===== src/rtl/fdmd_pkg.sv =====
// ----------------------------------------------------------------------------
// fdmd_pkg
// Shared types and constants of the frame difference motion detector.
// ----------------------------------------------------------------------------
package fdmd_pkg;

    // Frame store geometry
    localparam int MAX_PIXELS = 2097152;
    localparam int IDX_W      = $clog2(MAX_PIXELS);
    localparam int IDX_CNT_W  = IDX_W + 1;

    // Field widths
    localparam int LUMA_W  = 8;
    localparam int DIM_W   = 13;
    localparam int TIME_W  = 48;
    localparam int PCNT_W  = 22;
    localparam int FRAC_W  = 16;
    localparam int PROD_W  = 2 * DIM_W;
    localparam int EVAL_W  = PCNT_W + FRAC_W;

    // Event queue
    localparam int FIFO_DEPTH = 4;
    localparam int FIFO_PTR_W = $clog2(FIFO_DEPTH);
    localparam int FIFO_CNT_W = FIFO_PTR_W + 1;

    // Register port
    localparam int APB_ADDR_W = 4;
    localparam int APB_DATA_W = 32;

    localparam logic [7:0]        CAMERA_NUMBER_RST      = 8'd0;
    localparam logic [FRAC_W-1:0] MOTION_FRACTION_RST    = 16'd3277;
    localparam logic [7:0]        PIXEL_CHANGE_LEVEL_RST = 8'd20;

    typedef enum logic [1:0] {
        REG_CAMERA_NUMBER      = 2'd0,
        REG_MOTION_FRACTION    = 2'd1,
        REG_PIXEL_CHANGE_LEVEL = 2'd2
    } t_reg_idx;

    typedef struct packed {
        logic [7:0]        camera_number;
        logic [FRAC_W-1:0] motion_fraction;
        logic [7:0]        pixel_change_level;
    } t_cfg;

    typedef struct packed {
        logic [LUMA_W-1:0] luma;
        logic [DIM_W-1:0]  frame_width;
        logic [DIM_W-1:0]  frame_height;
        logic [TIME_W-1:0] frame_time;
        logic              end_of_frame;
    } t_pixel;

    typedef struct packed {
        logic [7:0]        event_camera;
        logic [PCNT_W-1:0] changed_count;
        logic [PCNT_W-1:0] pixel_total;
        logic [TIME_W-1:0] event_time;
    } t_event;

endpackage


===== src/rtl/fdmd_cfg_regs.sv =====
// ----------------------------------------------------------------------------
// fdmd_cfg_regs
// APB register bank: camera number, motion fraction, pixel change level.
// ----------------------------------------------------------------------------
module fdmd_cfg_regs (
    input  logic                              i_clk,
    input  logic                              i_rst_n,
    input  logic                              psel,
    input  logic                              penable,
    input  logic                              pwrite,
    input  logic [fdmd_pkg::APB_ADDR_W-1:0]   paddr,
    input  logic [fdmd_pkg::APB_DATA_W-1:0]   pwdata,
    output logic [fdmd_pkg::APB_DATA_W-1:0]   prdata,
    output logic                              pready,
    output fdmd_pkg::t_cfg                    o_cfg
);
    import fdmd_pkg::*;

    t_cfg     r_cfg;
    t_cfg     n_cfg;
    t_reg_idx w_idx;
    logic     w_wr;

    assign w_idx  = t_reg_idx'(paddr[APB_ADDR_W-1:2]);
    assign w_wr   = psel && penable && pwrite && pready;
    assign pready = 1'b1;

    always_comb begin
        n_cfg = r_cfg;
        if (w_wr) begin
            case (w_idx)
                REG_CAMERA_NUMBER:      n_cfg.camera_number      = pwdata[7:0];
                REG_MOTION_FRACTION:    n_cfg.motion_fraction    = pwdata[FRAC_W-1:0];
                REG_PIXEL_CHANGE_LEVEL: n_cfg.pixel_change_level = pwdata[7:0];
                default:                n_cfg = r_cfg;
            endcase
        end
    end

    always_ff @(posedge i_clk) begin
        if (!i_rst_n) begin
            r_cfg.camera_number      <= CAMERA_NUMBER_RST;
            r_cfg.motion_fraction    <= MOTION_FRACTION_RST;
            r_cfg.pixel_change_level <= PIXEL_CHANGE_LEVEL_RST;
        end else begin
            r_cfg <= n_cfg;
        end
    end

    always_comb begin
        case (w_idx)
            REG_CAMERA_NUMBER:      prdata = APB_DATA_W'(r_cfg.camera_number);
            REG_MOTION_FRACTION:    prdata = APB_DATA_W'(r_cfg.motion_fraction);
            REG_PIXEL_CHANGE_LEVEL: prdata = APB_DATA_W'(r_cfg.pixel_change_level);
            default:                prdata = '0;
        endcase
    end

    assign o_cfg = r_cfg;

endmodule


===== config.mk =====
export PLATFORM = sky130hd
export DESIGN_NAME = fdmd_cfg_regs
export DESIGN_NICKNAME = d
export VERILOG_FILES = /design/src/rtl/fdmd_pkg.sv /design/src/rtl/fdmd_cfg_regs.sv
export SDC_FILE = /design/constraint.sdc
export NUM_CORES = 1
export LEC_CHECK = 0
export BUFFER_PORTS_ARGS = -buffer_cell sky130_fd_sc_hd__buf_2
export CORE_MARGIN = 4
export CORE_UTILIZATION = 23
export DETAILED_ROUTE_END_ITERATION = 10
export HOLD_SLACK_MARGIN = 0.03
export PLACE_DENSITY = 0.58
export SYNTH_ARGS = -nofsm -noshare
export SYNTH_HDL_FRONTEND = slang
export SYNTH_SLANG_ARGS = --single-unit

===== constraint.sdc =====
create_clock -name i_clk -period 2.4 [get_ports i_clk]
set_clock_uncertainty 0.05 [all_clocks]
set_input_delay 0 -clock i_clk [delete_from_list [all_inputs] [get_ports i_clk]]
set_output_delay 0 -clock i_clk [all_outputs]
set_load 0.05 [all_outputs]

==> qor.txt <==
fin cells: 371
Finish-stage setup viols: 0
Worst Path Arrival: 1.19 ns
post-DP HPWL: 3371 um
Initial Utilization: 0.2360
DR vias: 1497
final wirelength: 4853 um
CTS tree: built
TritonRoute pass-1 iters: 4
Slew @ Worst Pin: 0.7004 ns
Core ar.: 0.007214 mm^2
DR iter-0 viols: 30
All-Layer GR Usage: 0.1123
Mapped Area: 0.001703 mm^2
share of layout cells above drive strength 1: 0.3309
Clock Tree Buf Depth: 2
crit-path max FO: 15
port bufs: 70
grt total ovfl: 0
Startpoint Class: input pin
post-CTS setup buffer count: 0
final net count: 312
clk_lat worst skew: 0.27 ns
RSZ-0062 raised after global routing: no
worst vdd ir: 0.2020 mV
Period Utilization, post-route: 0.5160
WL/cell: 13.08 um
Crit Path Category: input pin to output port
Leakage: 1.158 nW
sequential element share of the synthesized area: 0.3762
gpl congestion: 0.6731
Mapped Cells: 191
Yosys Warn Count: 0
Post-synth EDFFs: 0
Final Max Slew Viols: 0
Die Width: 94.05 um
DRC viols: 0
count leader, synth: nand2_1
max FFs per register: 32
vias per cell: 4.035
post-synth top area cell: dfxtp_1
clock root buffer: clkbuf_8
path category of the worst min-delay check: input pin to flop
worst setup margin: 1.162 ns
PwrDens: 539.5 mW/mm^2
worst hold slack: 0.1670 ns
H-Tree Depth: 2
f_max: 807.5 MHz
Final min period: 1.238 ns
Slew headroom: 0.5331
Distinct cells, synth: 26
pre-CTS WS: 0.9711 ns
largest net degree at the start of global routing: 39
Area growth syn-to-layout: 33.36%
Mean Syn Cell Area: 8.916 um^2
clock sinks: 32
predominant post-synthesis flop cell: dfxtp_1
cts repair resizes: 0
CTS buffer count: 5
first-pass GRT wire length: 7748 um
max cap viols: 0
Area contributors post-synth: dfxtp_1 38%, mux2i_1 19%, nand2_1 9.9%, buf_4 7.9%, o211ai_2 4.4%
Critical Path RT: 2.35 ns
leading post-synthesis cells by instance count: 45 x nand2_1, 32 x dfxtp_1, 32 x mux2i_1
Inserted Diodes: 0
Cell Rows: 31
post-synthesis register bit count: 32
FILL cells: 801
TNS Setup: 0 ns
Die Y: 94.05 um
total power: 1.225 mW
Post-DRT Antenna Nets: 0
Async SR Flop Fraction: 0
initial antenna violation count: 0
Clock transition at path regs: 0.06 ns
Yosys top cell area share: 0.3762
final hold vios: 0
IO Pins: 106
outcome: finished clean
number of global-route vias before repair: 1536
CP Capture Type: output port
number of cells in the design after placement: 347
die area: 0.008844 mm^2
[stage by stage]
step / area [um^2] / util
after floorplan: 1759 / -
after global placement: 2021 / 0.2801
after detailed placement: 2021 / 0.2801
after CTS: 2271 / 0.3148
after global routing: 2271 / 0.3148
final: 2271 / 0.3148
[where the power goes]
group | internal, mW | switching [mW] | total (mW) | leakage (nW)
logic | 0.0666 | 0.186 | 0.253 | 0.854
registers | 0.539 | 0.00544 | 0.544 | 0.259
clock network | 0.234 | 0.194 | 0.428 | 0.0455
[repair_timing]
item	CTS	global route
hold endpoints to repair	32	0
endpoints found under the setup margin	0	0
hold buffers	16	0
[worst paths after layout]
kind	from	to	slack (ns)	cells after the start
setup / recovery	paddr[2]	prdata[11]	1.16	5
hold / removal	i_rst_n	o_cfg[11]$_SDFFE_PN1P_	0.17	2
setup reg to reg	o_cfg[10]$_SDFFE_PN1P_	o_cfg[10]$_SDFFE_PN1P_	1.57	3
hold reg to reg	o_cfg[17]$_SDFFE_PN0P_	o_cfg[17]$_SDFFE_PN0P_	0.42	2
[area by class of cell]
type	count	area, um^2	share of cell area
multi-input cells	137	864.6	0.3807
flip-flops and latches	32	640.6	0.2821
repair buffers	88	525.5	0.2314
well taps	99	123.9	0.05455
clock buffers	8	90.09	0.03967
inverters	7	26.28	0.01157
[kinds of logic after synthesis]
logic type,synth area share
simple gates,0.2043
buf+inv,0.1492
mux,0.1881
flops,0.3762
compound gates,0.07789
other cells,0.004410
[routing by layer]
layer	track usage	wire, um
met1	0.1406	2109
met2	0.1922	2447
met3	0.02965	265
met4	0.02527	31
met5	0	0
[critical path, stage by stage]
cell	delay (ns)
buf_2	0.33
nor2b_4	0.22
buf_4	0.21
and2_1	0.15
buf_2	0.26
[layout by cell type, fill, tap and decap left out, drive strengths merged]
cell type    synthesis  layout
mux2i               32      32
a21oi                2       2
o21ai                8       8
dlygate4sd3          0      16
dfxtp               32      32
o211ai               7       7
nor2                 1       1
buf                 26      72
and3                 1       1
conb                 2      17
nand2               47      47
clkbuf               4       8
nand2b               1       1
nor2b                4       4
and2                10      10
inv                  7       7
nand3                7       7
Note: power is estimated with default switching activity, not from simulation.
