[src/rtl/fdmd_pkg.sv]
// ----------------------------------------------------------------------------
// fdmd_pkg
// Shared types and constants of the frame difference motion detector.
// ----------------------------------------------------------------------------
package fdmd_pkg;

    // Frame store geometry
    localparam int MAX_PIXELS = 2097152;
    localparam int IDX_W      = $clog2(MAX_PIXELS);
    localparam int IDX_CNT_W  = IDX_W + 1;

    // Field widths
    localparam int LUMA_W  = 8;
    localparam int DIM_W   = 13;
    localparam int TIME_W  = 48;
    localparam int PCNT_W  = 22;
    localparam int FRAC_W  = 16;
    localparam int PROD_W  = 2 * DIM_W;
    localparam int EVAL_W  = PCNT_W + FRAC_W;

    // Event queue
    localparam int FIFO_DEPTH = 4;
    localparam int FIFO_PTR_W = $clog2(FIFO_DEPTH);
    localparam int FIFO_CNT_W = FIFO_PTR_W + 1;

    // Register port
    localparam int APB_ADDR_W = 4;
    localparam int APB_DATA_W = 32;

    localparam logic [7:0]        CAMERA_NUMBER_RST      = 8'd0;
    localparam logic [FRAC_W-1:0] MOTION_FRACTION_RST    = 16'd3277;
    localparam logic [7:0]        PIXEL_CHANGE_LEVEL_RST = 8'd20;

    typedef enum logic [1:0] {
        REG_CAMERA_NUMBER      = 2'd0,
        REG_MOTION_FRACTION    = 2'd1,
        REG_PIXEL_CHANGE_LEVEL = 2'd2
    } t_reg_idx;

    typedef struct packed {
        logic [7:0]        camera_number;
        logic [FRAC_W-1:0] motion_fraction;
        logic [7:0]        pixel_change_level;
    } t_cfg;

    typedef struct packed {
        logic [LUMA_W-1:0] luma;
        logic [DIM_W-1:0]  frame_width;
        logic [DIM_W-1:0]  frame_height;
        logic [TIME_W-1:0] frame_time;
        logic              end_of_frame;
    } t_pixel;

    typedef struct packed {
        logic [7:0]        event_camera;
        logic [PCNT_W-1:0] changed_count;
        logic [PCNT_W-1:0] pixel_total;
        logic [TIME_W-1:0] event_time;
    } t_event;

endpackage

[src/rtl/fdmd_evt_fifo.sv]
// ----------------------------------------------------------------------------
// fdmd_evt_fifo
// Small queue of motion events between the evaluation pipeline and the
// output channel.
// ----------------------------------------------------------------------------
module fdmd_evt_fifo (
    input  logic                            i_clk,
    input  logic                            i_rst_n,
    input  logic                            i_push,
    input  fdmd_pkg::t_event                i_data,
    output logic                            o_valid,
    input  logic                            i_ready,
    output fdmd_pkg::t_event                o_data,
    output logic [fdmd_pkg::FIFO_CNT_W-1:0] o_count
);
    import fdmd_pkg::*;

    t_event                r_mem [FIFO_DEPTH];
    logic [FIFO_PTR_W-1:0] r_wr_ptr;
    logic [FIFO_PTR_W-1:0] r_rd_ptr;
    logic [FIFO_CNT_W-1:0] r_count;
    logic [FIFO_CNT_W-1:0] n_count;
    logic                  w_pop;

    assign o_valid = (r_count != '0);
    assign w_pop   = o_valid && i_ready;
    assign o_data  = r_mem[r_rd_ptr];
    assign o_count = r_count;

    always_comb begin
        n_count = r_count;
        if (i_push && !w_pop) begin
            n_count = r_count + FIFO_CNT_W'(1);
        end else if (!i_push && w_pop) begin
            n_count = r_count - FIFO_CNT_W'(1);
        end
    end

    always_ff @(posedge i_clk) begin
        if (i_push) begin
            r_mem[r_wr_ptr] <= i_data;
        end
    end

    always_ff @(posedge i_clk) begin
        if (!i_rst_n) begin
            r_wr_ptr <= '0;
            r_rd_ptr <= '0;
            r_count  <= '0;
        end else begin
            if (i_push) begin
                r_wr_ptr <= r_wr_ptr + FIFO_PTR_W'(1);
            end
            if (w_pop) begin
                r_rd_ptr <= r_rd_ptr + FIFO_PTR_W'(1);
            end
            r_count <= n_count;
        end
    end

endmodule

[config.mk]
export PLATFORM = sky130hd
export DESIGN_NAME = fdmd_evt_fifo
export DESIGN_NICKNAME = d
export VERILOG_FILES = /design/src/rtl/fdmd_pkg.sv /design/src/rtl/fdmd_evt_fifo.sv
export SDC_FILE = /design/constraint.sdc
export NUM_CORES = 1
export LEC_CHECK = 0
export ABC_AREA = 1
export BUFFER_PORTS_ARGS = -buffer_cell sky130_fd_sc_hd__buf_2
export CAP_MARGIN = 10
export CORE_ASPECT_RATIO = 1.1
export CORE_MARGIN = 5
export CORE_UTILIZATION = 49
export DETAILED_ROUTE_END_ITERATION = 6
export GPL_TIMING_DRIVEN = 0
export HOLD_SLACK_MARGIN = 0.12
export PLACE_DENSITY = 0.69
export SYNTH_ARGS = -nofsm -noshare
export SYNTH_HDL_FRONTEND = slang
export SYNTH_SLANG_ARGS = --single-unit
[constraint.sdc]
create_clock -name i_clk -period 5.7 [get_ports i_clk]
set_input_delay 1.425 -clock i_clk [delete_from_list [all_inputs] [get_ports i_clk]]
set_output_delay 1.425 -clock i_clk [all_outputs]
set_load 0.005 [all_outputs]
==> run_results.csv <==
group,metric,value,unit
run_status,status,"completed",
worst_setup_path,worst_setup_path_start_kind,"flop",
route,drc,0,
yosys,netlist.area_leader.share,77.9,%
place,routabilityCongestion,0.732,
clock_tree,cts_buffer_depth,3,
sta,worst_slack,1940,ps
route,totalWireLength,35200,um
die,num_io_pins,208,
yosys,synth.yosys.seq_area_share,79.1,%
yosys,synth.largest_area_cell,"edfxtp_1",
place,post-place-ws,2550,ps
clock_tree,clock_latency,540,ps
yosys,ys_top_cells_by_area,"edfxtp_1 78%, nor2_1 5.0%, o22ai_1 4.0%",
clock_tree,cts_made_buffers,41,
cells_and_area,num-fill-cells,2440,
worst_setup_path,endpoint_kind,"output pin",
worst_setup_path,arrival,2330,ps
worst_setup_path,cp.buffers_inverters,3,
route,wl_per_cell,20.3,um
cells_and_area,multi_input_area,2630,sq um
sta,max_freq,266,MHz
yosys,synthDistinctLibCells,25,
yosys,ys_warn_count,0,
route,dr.pass1.iters,5,
sta,finalClockSkew,13.0,ps
sta,min_period,3760,ps
die,die_x,179,um
yosys,synth_nets,1139,
sta,period_share,65.9,%
clock_tree,clkTransAtPathRegs,60,ps
grt,grt_pass1_wl,52300,um
die,initial_core_util,49.4,%
place,io_buffers,207,
sta,slew_viol_final,0,
sta,rsz0062_at_grt,"false",
hold_path,hold_path_class,"reg2reg",
worst_setup_path,timing.critical_path.cells,"clkinv_1 > clkbuf_1 > o21ai_1 > o22ai_1 > buf_2",
power,total_power,0.00790,W
cells_and_area,area_growth,19.7,%
worst_setup_path,cpMaxStageDelayCell,"clkinv_1",
power,total_leakage_power,6.53,nW
place,placed_area,17100,sq um
die,core_area,31200,sq um
cells_and_area,seq_area,12200,sq um
yosys,synthesis.area,15400,sq um
clock_tree,post_cts_resized,0,
grt,antenna_found_initial,5,
worst_setup_path,slowest_delay,590,ps
sta,tightest_slew,743,ps
worst_setup_path,reg2reg_from,"o_count[0]$_SDFFE_PN0P_",
power,peakVddDrop,0.292,mV
clock_tree,htree_levels,2,
grt,globalRoute.totalOverflow,0,
clock_tree,cts_hold_buf,0,
route,ant_nets,0,
sta,setup_viol,0,
worst_setup_path,crit_type,"reg2out",
grt,track_usage,19.5,%
cells_and_area,drive_above_1_share,24.7,%
clock_tree,cts_tree,"done",
flow_run,maxCapViolations,0,
route,via_per_inst,5.39,
yosys,syn_inst,1029,
sta,relSlewSlack,50.1,%
sta,hold_viol,0,
grt,grt_max_degree,76,
cells_and_area,fin_area,18400,sq um
worst_setup_path,critPathMaxFanout,10,
clock_tree,cts.sinks,409,
grt,grt_pass1_vias,9176,
power,powerDensity,428,nW/um^2
hold_path,hold_start,"r_rd_ptr[0]$_SDFFE_PN0P_",
route,routed-via-count,9360,
cells_and_area,layout.nets,1393,
clock_tree,post_cts_buffers,0,
worst_setup_path,critical_path.top_delay_family,"buffers and inverters",
place,dp_hpwl,20300,um
die,die-area,35100,sq um
yosys,avgSynthCellArea,15.0,sq um
die,num_rows,68,
route,dr.first_iter.drc_count,733,
yosys,ys_ff_latch,409,
die,fp.dieH,196,um
clock_tree,cts-root-buf,"clkbuf_16",
worst_setup_path,cp.required,4280,ps
## state kept, by name, summed over array words and instances (netlist names), named ones only
name	count
o_count	3
r_mem	400
r_wr_ptr	2
r_rd_ptr	2
## metrics by stage
step	hold slack [ps]	TNS [ps]	instances	utilization (%)
2_1_floorplan	465	0	1029	-
3_3_place_gp	487	-34.9	1656	54.4
3_5_place_dp	511	0	1660	54.8
4_1_cts	519	0	1735	59.1
5_1_grt	531	0	1735	59.1
6_report	518	0	1736	59.1
## cell families (layout without fill, tap and decap cells)
group,Yosys count,count (layout),share of synthesized area [%]
other cells,0,1,0
compound gates,308,308,11.0
fa+ha+maj,6,6,0.536
buf+inv,81,367,3.85
xor+xnor,1,1,0.0568
flops,409,409,79.1
simple gates,224,224,5.50
## synth_stat cells
library cell,n
edfxtp_1,400
nor2_1,205
o21ai_0,103
o22ai_1,99
o21ai_1,96
buf_6,30
clkbuf_1,22
nand2_1,15
inv_1,14
dfxtp_1,9
clkbuf_2,8
a21oi_1,5
ha_1,5
o21ai_2,4
nand3_1,3
clkbuf_8,2
buf_12,1
buf_4,1
buf_8,1
clkinv_1,1
fa_1,1
inv_4,1
nor2_2,1
o22ai_2,1
xor2_1,1
## layout by cell type, fill, tap and decap left out, types with 4 or more instances in the layout
cell	instances
buf_6	30
clkbuf_16	43
inv_1	10
o22ai_1	99
ha_1	5
clkbuf_8	5
dfxtp_1	9
clkbuf_1	30
clkinv_1	8
inv_6	7
clkinv_2	5
nor2_1	205
o21ai_2	4
a21oi_1	5
nand2_1	15
o21ai_1	96
buf_2	207
o21ai_0	103
edfxtp_1	400
clkbuf_2	8
buf_16	4
## report_power, final
group | switching (W) | total (W) | internal [W]
clock | 0.00107 | 0.00263 | 0.00156
combinational | 0.00109 | 0.00177 | 0.000682
sequential | 0.0000414 | 0.00349 | 0.00345
total | 0.00221 | 0.00790 | 0.00569
## area by class of cell
cell class,instances,area share (%)
tap,420,2.85
inverter,16,0.448
antenna,1,0.0136
timing repair buffer,211,6.21
buffer,65,2.88
clock inverter,21,1.04
sequential,409,66.1
clock buffer,54,6.22
multi-input combinational,539,14.2
## worst paths after layout
check        cells past startpoint                       end  slack (ps)
max                              5                o_data[10]        1940
min                              2  r_rd_ptr[0]$_SDFFE_PN0P_         520
max reg2reg                      8   o_count[1]$_SDFFE_PN0P_        3880
min reg2reg                      2  r_rd_ptr[0]$_SDFFE_PN0P_         520
## metal layers
| layer | GRT usage, % | wire length, um | vias up |
|---|---|---|---|
| met4 | 4.66 | 585 | 10 |
| li1 | - | - | 4405 |
| met2 | 32.2 | 17300 | 328 |
| met3 | 4.53 | 2620 | 55 |
| met5 | 0 | 73 | - |
| met1 | 26.6 | 14600 | 4562 |
## worst min-delay path, delay by kind of cell (launching register included)
| kind | cells | cell delay, ps |
|---|---|---|
| and+or+nand+nor | 1 | 90 |
| DFF | 1 | 330 |
| AOI/OAI and AO/OA | 1 | 60 |
Power figures use the tool's default switching activity.
